===== src/design/spq_pkg.sv =====
// Shared constants, codes and types for the sorted priority queue.
package spq_pkg;

  localparam int QUEUE_DEPTH = 16;
  localparam int DATA_WIDTH  = 32;
  localparam int PRIO_WIDTH  = 16;
  localparam int COUNT_WIDTH = $clog2(QUEUE_DEPTH + 1);

  // Operation codes carried by a request
  typedef enum logic [1:0] {
    OP_ENQ   = 2'd0,
    OP_DEQ   = 2'd1,
    OP_PEEK  = 2'd2,
    OP_DRAIN = 2'd3
  } op_t;

  // Status codes of a result
  typedef enum logic [1:0] {
    ST_OK    = 2'd0,
    ST_EMPTY = 2'd1,
    ST_FULL  = 2'd2
  } status_t;

  // Controller states
  typedef enum logic [1:0] {
    S_IDLE  = 2'b01,
    S_DRAIN = 2'b10
  } state_t;

  // Per-cycle command broadcast to every cell of the chain
  typedef struct packed {
    logic ins;  // insert the new entry, shifting lower entries towards the tail
    logic rem;  // remove the head, shifting every entry towards the head
  } cell_ctrl_t;

endpackage


===== src/design/sorted_priority_queue_core.sv =====
// Sorted priority queue: a chain of slot cells with a small controller and output register.
//
// Bounded priority queue of spq_pkg::QUEUE_DEPTH entries held in a chain of cells,
// highest priority at the head, equal priorities served in arrival order. Enqueue,
// dequeue and peek are each done on acceptance: every cell compares its priority with the
// new one in parallel and the chain shifts by one slot. A drain of an empty queue
// gives a single empty result; a drain of a non-empty queue has an accepting step,
// a step per entry as the chain moves it to the head, and a closing step that emits
// the final word; all-zero words are not emitted. A stalled output holds the drain. Each result
// passes through an output register, and a request is taken only when that register
// is empty or its result leaves in the same cycle; no new request is taken during a
// drain. Slot contents need no clearing after reset.
module sorted_priority_queue_core (
  input  logic                                  clk,
  input  logic                                  rst,
  input  logic                                  in_valid,
  output logic                                  in_stall,
  input  logic        [1:0]                     op,
  input  logic        [spq_pkg::DATA_WIDTH-1:0] item_data,
  input  logic signed [spq_pkg::PRIO_WIDTH-1:0] item_priority,
  output logic                                  out_valid,
  input  logic                                  out_stall,
  output logic        [spq_pkg::DATA_WIDTH-1:0] result_data,
  output logic                                  found,
  output logic        [1:0]                     status,
  output logic        [spq_pkg::COUNT_WIDTH-1:0] entry_count,
  output logic                                  last
);

  localparam int DEPTH = spq_pkg::QUEUE_DEPTH;
  localparam int DW    = spq_pkg::DATA_WIDTH;
  localparam int PW    = spq_pkg::PRIO_WIDTH;
  localparam int CW    = spq_pkg::COUNT_WIDTH;

  spq_pkg::state_t     state;
  logic [CW-1:0]       occupancy;
  logic [CW-1:0]       remaining;
  logic [CW-1:0]       emitted;
  logic                pend_valid;
  logic [DW-1:0]       pend_data;

  spq_pkg::cell_ctrl_t ctrl;
  logic [DW-1:0]        cell_data [DEPTH];
  logic signed [PW-1:0] cell_prio [DEPTH];
  logic [DEPTH-1:0]     cell_ge;

  logic in_acc, out_free, full, in_drain;
  logic drain_shift, drain_mid, drain_finish, out_load;
  logic [DW-1:0]        ld_data;
  logic                 ld_found;
  spq_pkg::status_t     ld_status;
  logic [CW-1:0]        ld_count;
  logic                 ld_last;

  // Handshake
  assign out_free = !out_valid || !out_stall;
  assign in_stall = (state != spq_pkg::S_IDLE) || !out_free;
  assign in_acc   = in_valid && !in_stall;
  assign full     = (occupancy == CW'(DEPTH));
  assign in_drain = (state == spq_pkg::S_DRAIN);

  // Drain: one slot per cycle unless a held word waits, one non-zero word held back
  assign drain_shift  = in_drain && (remaining != '0) &&
                        ((cell_data[0] == '0) || !pend_valid || out_free);
  assign drain_mid    = in_drain && (remaining != '0) && (cell_data[0] != '0) &&
                        pend_valid && out_free;
  assign drain_finish = in_drain && (remaining == '0) && out_free;

  // Chain commands
  assign ctrl.ins = in_acc && (op == spq_pkg::OP_ENQ) && !full;
  assign ctrl.rem = (in_acc && (op == spq_pkg::OP_DEQ) && (occupancy != '0)) || drain_shift;

  // Build the chain
  for (genvar i = 0; i < DEPTH; i++) begin : g_cell
    logic                 l_ge;
    logic [DW-1:0]        l_data, r_data;
    logic signed [PW-1:0] l_prio, r_prio;

    if (i == 0) begin : g_head
      assign l_ge   = 1'b1;
      assign l_data = '0;
      assign l_prio = '0;
    end else begin : g_body
      assign l_ge   = cell_ge[i-1];
      assign l_data = cell_data[i-1];
      assign l_prio = cell_prio[i-1];
    end

    if (i == DEPTH - 1) begin : g_tail
      assign r_data = '0;
      assign r_prio = '0;
    end else begin : g_inner
      assign r_data = cell_data[i+1];
      assign r_prio = cell_prio[i+1];
    end

    spq_cell u_cell (
      .clk        (clk),
      .ctrl       (ctrl),
      .occupied   (CW'(i) < occupancy),
      .new_data   (item_data),
      .new_prio   (item_priority),
      .left_ge    (l_ge),
      .left_data  (l_data),
      .left_prio  (l_prio),
      .right_data (r_data),
      .right_prio (r_prio),
      .data       (cell_data[i]),
      .prio       (cell_prio[i]),
      .ge         (cell_ge[i])
    );
  end

  // Select the result to load into the output register
  always_comb begin
    out_load  = 1'b0;
    ld_data   = '0;
    ld_found  = 1'b0;
    ld_status = spq_pkg::ST_OK;
    ld_count  = occupancy;
    ld_last   = 1'b1;
    if (drain_mid) begin
      out_load = 1'b1;
      ld_data  = pend_data;
      ld_found = 1'b1;
      ld_count = emitted + CW'(1);
      ld_last  = 1'b0;
    end else if (drain_finish) begin
      out_load = 1'b1;
      if (pend_valid) begin
        ld_data  = pend_data;
        ld_found = 1'b1;
        ld_count = emitted + CW'(1);
      end else begin
        ld_count = '0;
      end
    end else if (in_acc) begin
      unique case (op) inside
        spq_pkg::OP_ENQ: begin
          out_load = 1'b1;
          if (full) begin
            ld_status = spq_pkg::ST_FULL;
          end else begin
            ld_count = occupancy + CW'(1);
          end
        end
        spq_pkg::OP_DEQ, spq_pkg::OP_PEEK: begin
          out_load = 1'b1;
          if (occupancy == '0) begin
            ld_status = spq_pkg::ST_EMPTY;
          end else begin
            ld_data  = cell_data[0];
            ld_found = 1'b1;
            if (op == spq_pkg::OP_DEQ) begin
              ld_count = occupancy - CW'(1);
            end
          end
        end
        spq_pkg::OP_DRAIN: begin
          if (occupancy == '0) begin
            out_load  = 1'b1;
            ld_status = spq_pkg::ST_EMPTY;
          end
        end
        default: out_load = 1'b0;
      endcase
    end
  end

  // Controller state, occupancy and output valid
  always_ff @(posedge clk) begin
    if (rst) begin
      state      <= spq_pkg::S_IDLE;
      occupancy  <= '0;
      out_valid  <= 1'b0;
      pend_valid <= 1'b0;
      remaining  <= '0;
      emitted    <= '0;
    end else begin
      if (out_load) begin
        out_valid <= 1'b1;
      end else if (!out_stall) begin
        out_valid <= 1'b0;
      end
      if (ctrl.ins) begin
        occupancy <= occupancy + CW'(1);
      end
      unique case (state)
        spq_pkg::S_IDLE: begin
          if (in_acc && (op == spq_pkg::OP_DEQ) && (occupancy != '0)) begin
            occupancy <= occupancy - CW'(1);
          end
          if (in_acc && (op == spq_pkg::OP_DRAIN) && (occupancy != '0)) begin
            state      <= spq_pkg::S_DRAIN;
            remaining  <= occupancy;
            emitted    <= '0;
            pend_valid <= 1'b0;
          end
        end
        spq_pkg::S_DRAIN: begin
          if (drain_shift) begin
            remaining <= remaining - CW'(1);
            if (cell_data[0] != '0) begin
              pend_valid <= 1'b1;
            end
          end
          if (drain_mid) begin
            emitted <= emitted + CW'(1);
          end
          if (drain_finish) begin
            state      <= spq_pkg::S_IDLE;
            occupancy  <= '0;
            pend_valid <= 1'b0;
          end
        end
        default: state <= spq_pkg::S_IDLE;
      endcase
    end
  end

  // Capture the held-back drain word
  always_ff @(posedge clk) begin
    if (drain_shift && (cell_data[0] != '0)) begin
      pend_data <= cell_data[0];
    end
  end

  // Output payload register
  always_ff @(posedge clk) begin
    if (out_load) begin
      result_data <= ld_data;
      found       <= ld_found;
      status      <= ld_status;
      entry_count <= ld_count;
      last        <= ld_last;
    end
  end

  // Occupancy never exceeds the chain length
  a_occ_bound: assert property (@(posedge clk) disable iff (rst)
    occupancy <= CW'(DEPTH))
    else $error("occupancy beyond queue depth");

  // No request is taken while a drain is running
  a_drain_blocks: assert property (@(posedge clk) disable iff (rst)
    in_drain |-> in_stall)
    else $error("request accepted during drain");

  // An accepted enqueue into a non-full queue grows it by one
  a_enq_grows: assert property (@(posedge clk) disable iff (rst)
    (in_acc && (op == spq_pkg::OP_ENQ) && !full) |=>
      (occupancy == $past(occupancy) + CW'(1)))
    else $error("enqueue did not grow occupancy");

  // The end of a drain leaves the queue empty
  a_drain_empties: assert property (@(posedge clk) disable iff (rst)
    drain_finish |=> ((occupancy == '0) && (state == spq_pkg::S_IDLE)))
    else $error("drain did not empty the queue");

  // A drain never emits mid-sequence and finishes in the same cycle
  a_drain_excl: assert property (@(posedge clk) disable iff (rst)
    !(drain_mid && drain_finish))
    else $error("drain emitted twice in one cycle");

endmodule


===== src/design/spq_cell.sv =====
// One slot of the sorted chain: holds an entry and trades it with its neighbours.
module spq_cell (
  input  logic                                   clk,
  input  spq_pkg::cell_ctrl_t                    ctrl,
  input  logic                                   occupied,
  input  logic        [spq_pkg::DATA_WIDTH-1:0]  new_data,
  input  logic signed [spq_pkg::PRIO_WIDTH-1:0]  new_prio,
  input  logic                                   left_ge,
  input  logic        [spq_pkg::DATA_WIDTH-1:0]  left_data,
  input  logic signed [spq_pkg::PRIO_WIDTH-1:0]  left_prio,
  input  logic        [spq_pkg::DATA_WIDTH-1:0]  right_data,
  input  logic signed [spq_pkg::PRIO_WIDTH-1:0]  right_prio,
  output logic        [spq_pkg::DATA_WIDTH-1:0]  data,
  output logic signed [spq_pkg::PRIO_WIDTH-1:0]  prio,
  output logic                                   ge
);

  // Keep this entry ahead of the new one when its priority is not lower
  assign ge = occupied && (prio >= new_prio);

  // Hold, take the new entry, take the left entry, or take the right entry
  always_ff @(posedge clk) begin
    if (ctrl.ins) begin
      if (!ge) begin
        if (left_ge) begin
          data <= new_data;
          prio <= new_prio;
        end else begin
          data <= left_data;
          prio <= left_prio;
        end
      end
    end else if (ctrl.rem) begin
      data <= right_data;
      prio <= right_prio;
    end
  end

endmodule


===== config.mk =====
export PLATFORM = sky130hd
export DESIGN_NAME = sorted_priority_queue_core
export DESIGN_NICKNAME = d
export VERILOG_FILES = /design/src/design/spq_pkg.sv /design/src/design/sorted_priority_queue_core.sv /design/src/design/spq_cell.sv
export SDC_FILE = /design/constraint.sdc
export NUM_CORES = 2
export LEC_CHECK = 0
export ABC_AREA = 1
export BUFFER_PORTS_ARGS = -buffer_cell sky130_fd_sc_hd__buf_4
export CAP_MARGIN = 20
export CORE_MARGIN = 3
export CORE_UTILIZATION = 58
export CTS_CLUSTER_DIAMETER = 30
export DETAILED_ROUTE_END_ITERATION = 12
export PLACE_DENSITY = 0.84
export SYNTH_ARGS = -nofsm -noshare
export SYNTH_HDL_FRONTEND = slang
export SYNTH_SLANG_ARGS = --single-unit

===== constraint.sdc =====
create_clock -name clk -period 5.99 [get_ports clk]
set_clock_uncertainty 0.05 [all_clocks]
set_input_delay 0.599 -clock clk [delete_from_list [all_inputs] [get_ports clk]]
set_output_delay 0.599 -clock clk [all_outputs]
set_load 0.1 [all_outputs]

== Yosys cells after proc, flatten, opt, wreduce, memory -nomap -nowiden ==
Cells that the tools add are included.
W data, S select, Z words.

* RAM bits: 0
* Output and inout port bits: 43
* Bits in latches: 0
* Bits in registers: 860
* Bits in read-only memories: 0
* Input port bits: 54
* Word-level logic and storage cells: 360
* Memories: 0

* Order comparisons: 32
* Bitwise operators: 1
* $add $sub $neg: 4
* Multiply operators: 0
* Div/mod/pow operators: 0
* Multiplexer cells: 174
* Shift operators: 0
* Eq/ne operators: 30
* Reduce and logical (&&, ||, !) cells: 75

{| class="wikitable"
|+ Operators with widths
! cell !! number
|-
| $mux W32 || 69
|-
| $mux W16 || 63
|-
| $ge A16 B16 Y1 || 16
|-
| $mux W5 || 14
|-
| $lt A4 B5 Y1 const A || 8
|-
| $pmux W5 S2 || 4
|-
| $ne A2 B2 Y1 const B || 17
|-
| $reduce_and A2 Y1 || 17
|-
| $logic_not A32 Y1 || 1
|-
| $reduce_bool A32 Y1 || 1
|-
| $logic_and A1 B1 Y1 || 31
|-
| $lt A3 B5 Y1 const A || 4
|-
| $mux W1 || 17
|-
| $add A5 B1 Y5 const B || 2
|-
| $logic_not A5 Y1 || 2
|-
| $lt A1 B5 Y1 const A || 2
|-
| $lt A2 B5 Y1 const A || 2
|-
| $ne A2 B1 Y1 const B || 5
|-
| $reduce_bool A5 Y1 || 2
|-
| $sub A5 B1 Y5 const B || 2
|-
| $reduce_or A3 Y1 || 3
|-
| $pmux W2 S2 || 2
|-
| $eq A2 B2 Y1 const B || 3
|-
| $logic_not A1 Y1 || 6
|-
| other kinds (12) || 23
|}

== Depth between registers and ports, before layout ==
* Depth after elaboration: 11
* Gate-level depth with buffers: 19
* Depth with buffers taken out: 17

== Cells and area by module ==
From an unflattened synthesis, not the netlist that was laid out.

* Cell total of the unflattened synthesis: 6066
* Area total of the unflattened synthesis: 50846.3 µm²

{| class="wikitable"
|+ Modules (own cells, without submodules)
! module !! cells an instance !! sequential area each (µm²) !! times used !! area each (µm²)
|-
| spq_cell (g_cell[2].u_cell ...) || 348 || 1441.4 || 8 || 2890.3
|-
| spq_cell (g_cell[0].u_cell ...) || 348 || 1441.4 || 8 || 2887.8
|-
| sorted_priority_queue_core || 498 || 2572.5 || 1 || 4621.9
|}

== Worst setup path before layout ==
OpenSTA, ideal clock, no wires.

* Path type: input-to-reg
* Start point: in item_priority[9] (netlist name)
* End point: reg g_cell[14].u_cell.data[0] (netlist name), enable pin
* Setup time: 520 ps
* Stages: 14
* Arrival time: 5547 ps
* Buffers on the path: 1
* Path slack: -127 ps
* Path through: inv_1 ha_1 nand2_1 inv_1 o21ai_0 a21oi_1 nor2_1 nand2_1 nand2_1 nand3_1 nand2_1 buf_2 inv_1 o21ai_0

* Word-level cells in the longest chain between the ends: 4

{| class="wikitable"
|+ RTL lines
! item !! RTL line !! text
|-
| from (decl) || sorted_priority_queue_core.sv:20 || <nowiki>input logic signed [spq_pkg::PRIO_WIDTH-1:0] item_priority,</nowiki>
|-
| $ge A16 B16 Y1 || spq_cell.sv:19 || <nowiki>assign ge = occupied && (prio >= new_prio);</nowiki>
|-
| $logic_and A1 B1 Y1 || spq_cell.sv:19 ||
|-
| $ne A2 B2 Y1 (no line) || n/a ||
|-
| $reduce_and A2 Y1 (no line) || n/a ||
|-
| to (signal assigned) || spq_cell.sv:26 || <nowiki>data <= new_data;</nowiki>
|-
| to (signal assigned) || spq_cell.sv:29 || <nowiki>data <= left_data;</nowiki>
|-
| to (signal assigned) || spq_cell.sv:34 || <nowiki>data <= right_data;</nowiki>
|-
| to (decl) || spq_cell.sv:13 || <nowiki>output logic [spq_pkg::DATA_WIDTH-1:0] data,</nowiki>
|}

No other way between the ends.
A chain may end at the register's enable or synchronous reset.

== Final worst setup path ==
* Start point: reg occupancy[0]
* End point: reg g_cell[11].u_cell.data[11] (netlist name), enable pin

* Word-level cells in the longest chain between the ends: 5

{| class="wikitable"
|+ RTL lines
! item !! RTL line !! text
|-
| from (decl) || sorted_priority_queue_core.sv:36 || <nowiki>logic [CW-1:0] occupancy;</nowiki>
|-
| from (signal assigned) || sorted_priority_queue_core.sv:186 || <nowiki>occupancy <= occupancy + CW'(1);</nowiki>
|-
| from (signal assigned) || sorted_priority_queue_core.sv:191 || <nowiki>occupancy <= occupancy - CW'(1);</nowiki>
|-
| parallel branches: the longest is 4 deep, another holds $lt A4 B5 Y1 || n/a ||
|-
| $reduce_and A2 Y1 (no line) (*) || n/a ||
|-
| to (signal assigned) || spq_cell.sv:26 ||
|-
| to (signal assigned) || spq_cell.sv:29 ||
|-
| to (signal assigned) || spq_cell.sv:34 ||
|-
| to (decl) || spq_cell.sv:13 ||
|}

Mark *: on every way between the ends.

==> summary.txt <==
Worst Setup End Kind: register
Max clock buf depth: 3
CP required: 6410 ps
Hold-fix buffers at CTS: 0
Final worst path period share: 74.5%
First-pass GRT wire length: 235000 um
Maxcap violations: 0
Num CTS Buffers: 168
Met2 wire length: 66600 um
TritonCTS Sinks: 860
Syn. warnings: 0
Nature of the critical path startpoint: register
Top Family by Delay on Critical Path: simple AND/OR/NAND/NOR gates
WL met3: 19100 um
Slew @ Worst Pin: 1160 ps
IO Pins: 97
Post-DP HPWL: 96300 um
Iteration-0 DRC Markers: 6242
Synth top area share: 48.7%
GP Congestion: 0.941
Ranking of synthesized cells by area: edfxtp_1 49%, nand2_1 29%, ha_1 6.5%, inv_1 6.3%, buf_2 1.9%
CP max stage delay: 670 ps
Final Util: 66.3%
Initial antenna violation count: 1
LEAKAGE: 33.5 nW
Syn_area_per_cell: 7.57 um^2
Commonest cells after routing, fill and taps aside: 3911 x nand2_1, 870 x inv_1, 841 x edfxtp_1
Yosys cell types: 36
HP Start: rst
Post-layout instance area: 58700 um^2
RSZ-0062 raised after global routing: false
Routed wire length: 150000 um
Maximum VDD drop: 0.000291 V
Reg2reg path depth: 12
GR Util All Layers: 31.5%
Clk_lat worst skew: 740 ps
Initial Util: 58.6%
Die area: 93000 um^2
Max_slew headroom: 21.9%
Post-route ant nets: 0
Sequential-to-total area share from yosys stat: 49.5%
Grt ovf: 0
Worst endpoint data arrival time: 4880 ps
Wirelength per Cell: 18.3 um
Final hold violations: 0
Via-to-Cell Ratio: 5.60
Number of cell rows: 109
CP bufs+invs: 6
Pwr Density: 419 nW/um^2
Post-CTS Setup Inserts: 0
Worst R2R Start: occupancy[0]
Root Buffer Master: clkbuf_16
Tightest Hold Check Type: input port to register
Mapped Nets: 7169
Vias in the first global route: 44.0k
Clk slew on worst S/H paths: 50 ps
Highest metal used: met4
Hold Path Depth: 2
WL met1: 56800 um
FMAX: 0.224 GHz
Cts repair resizes: 0
Post-route minimum period: 4460 ps
Commonest non-fill, non-tap cell in the layout: nand2_1
Worst path slowest cell: nor2_4
Area grow syn2layout: 13.3%
Final setup fails: 0
Die H: 305 um
Total negative slack: 0 ps
Status: complete, no violations
Critical path depth in cells: 12
CP Launch Point: occupancy[0]
Crit Path Max Fanout: 132
Max Slew Vio Count: 0
Top cell type by total area after synthesis: edfxtp_1
Fill cells: 6663
DP Area: 53100 um^2
CTS tree: built
Die W: 305 um
DRC violations left: 0
Synth Cell Area: 51800 um^2
Share of cells above drive strength 1: 6.88%
Critical path type: register to register
Fin nets: 7195
Maximum level of the CTS H-tree: 4
Syn Inst Count: 6847
Pre-antenna DRT Iters: 6
Largest net degree at the start of global routing: 227
Worst path cell trace: clkinv_1, ha_1, nand3_2, inv_2, nor2_2, inv_2, nor2_4, inv_16, nand2_1, buf_4, nand2_2, buf_4
Total core area: 88500 um^2
Via count: 45.8k
Synth Register Bits: 860
Port bufs: 96
[worst register-to-register path, delay by kind of cell (launching register included)]
family                     cells  cell delay, ps
and+or+nand+nor                5            1750
DFF                            1             440
buffers and inverters          6            1650
adders and majority gates      1             320
[state kept, by name (all words and copies together), names as in the netlist, 2 cells and up]
name / cells
pend_data: 32
status: 2
result_data: 32
state: 2
remaining: 5
emitted: 5
occupancy: 5
entry_count: 5
g_cell.u_cell.prio: 256
g_cell.u_cell.data: 512
[worst paths after layout]
kind	to	slack [ps]
worst max-delay path	g_cell[11].u_cell.data[11]	1530
worst max register to register	g_cell[11].u_cell.data[11]	1530
worst min register to register	pend_data[2]	390
worst min-delay path	emitted[3]	90
[stage by stage]
stage	std cells	power [mW]	hold slack, ps	worst slack [ps]
floorplan	6847	13.4	376	1170
global placement	7865	14.9	378	1540
detailed placement	7865	15.1	382	1500
CTS	8170	24.4	50.0	1580
global route	8173	25.7	72.5	1260
finish	8174	24.6	91.1	1530
[synthesized netlist by cell type (all sizes together)]
| cell | instances |
|---|---|
| nand2 | 3958 |
| inv | 876 |
| edfxtp | 841 |
| ha | 268 |
| buf | 247 |
| a21oi | 152 |
| nand3 | 129 |
| nor2 | 87 |
| o21ai | 79 |
| clkbuf | 64 |
| nand4 | 39 |
| o31ai | 34 |
| dfxtp | 19 |
| o21bai | 16 |
| nor3 | 9 |
| o211ai | 8 |
| xor2 | 5 |
| nand3b | 3 |
| o21a | 3 |
| xnor2 | 3 |
| o22ai | 2 |
| a21boi | 1 |
| a21o | 1 |
| a22oi | 1 |
| a31oi | 1 |
| clkinv | 1 |
[report_power, final]
group | internal [mW] | switching [mW]
Combinational | 1.76 | 4.64
Clock | 6.06 | 3.19
Sequential | 8.33 | 0.627
Total | 16.2 | 8.45
[logic make-up (layout without fill, tap and decap cells)]
logic type	after synthesis	in the layout	share of synthesized area, %
DFF	860	860	49.5
adders and majority gates	268	268	6.47
buffers and inverters	1188	1349	9.50
AOI/OAI and AO/OA	298	298	3.22
and+or+nand+nor	4225	4225	31.2
other	0	1	0
xor gates and xnor gates	8	8	0.135
[layer usage]
layer / vias to the layer above / GRT usage, %
met4: 0 / 15.5
met3: 536 / 7.63
li1: 21311 / -
met2: 3121 / 49.1
met5: - / 0
met1: 20790 / 41.4
[final cells by class]
cell class / count / area (um^2) / share of cell area [%]
Clock buffer: 192 / 4370 / 7.44
Inverter: 877 / 3310 / 5.63
Tap cell: 1165 / 1460 / 2.48
Clock inverter: 113 / 1190 / 2.03
Antenna cell: 1 / 2.50 / 0.00426
Timing Repair Buffer: 167 / 1340 / 2.28
Multi-Input combinational cell: 4799 / 21400 / 36.5
Sequential cell: 860 / 25600 / 43.7
Power figures use the tool's default switching activity.
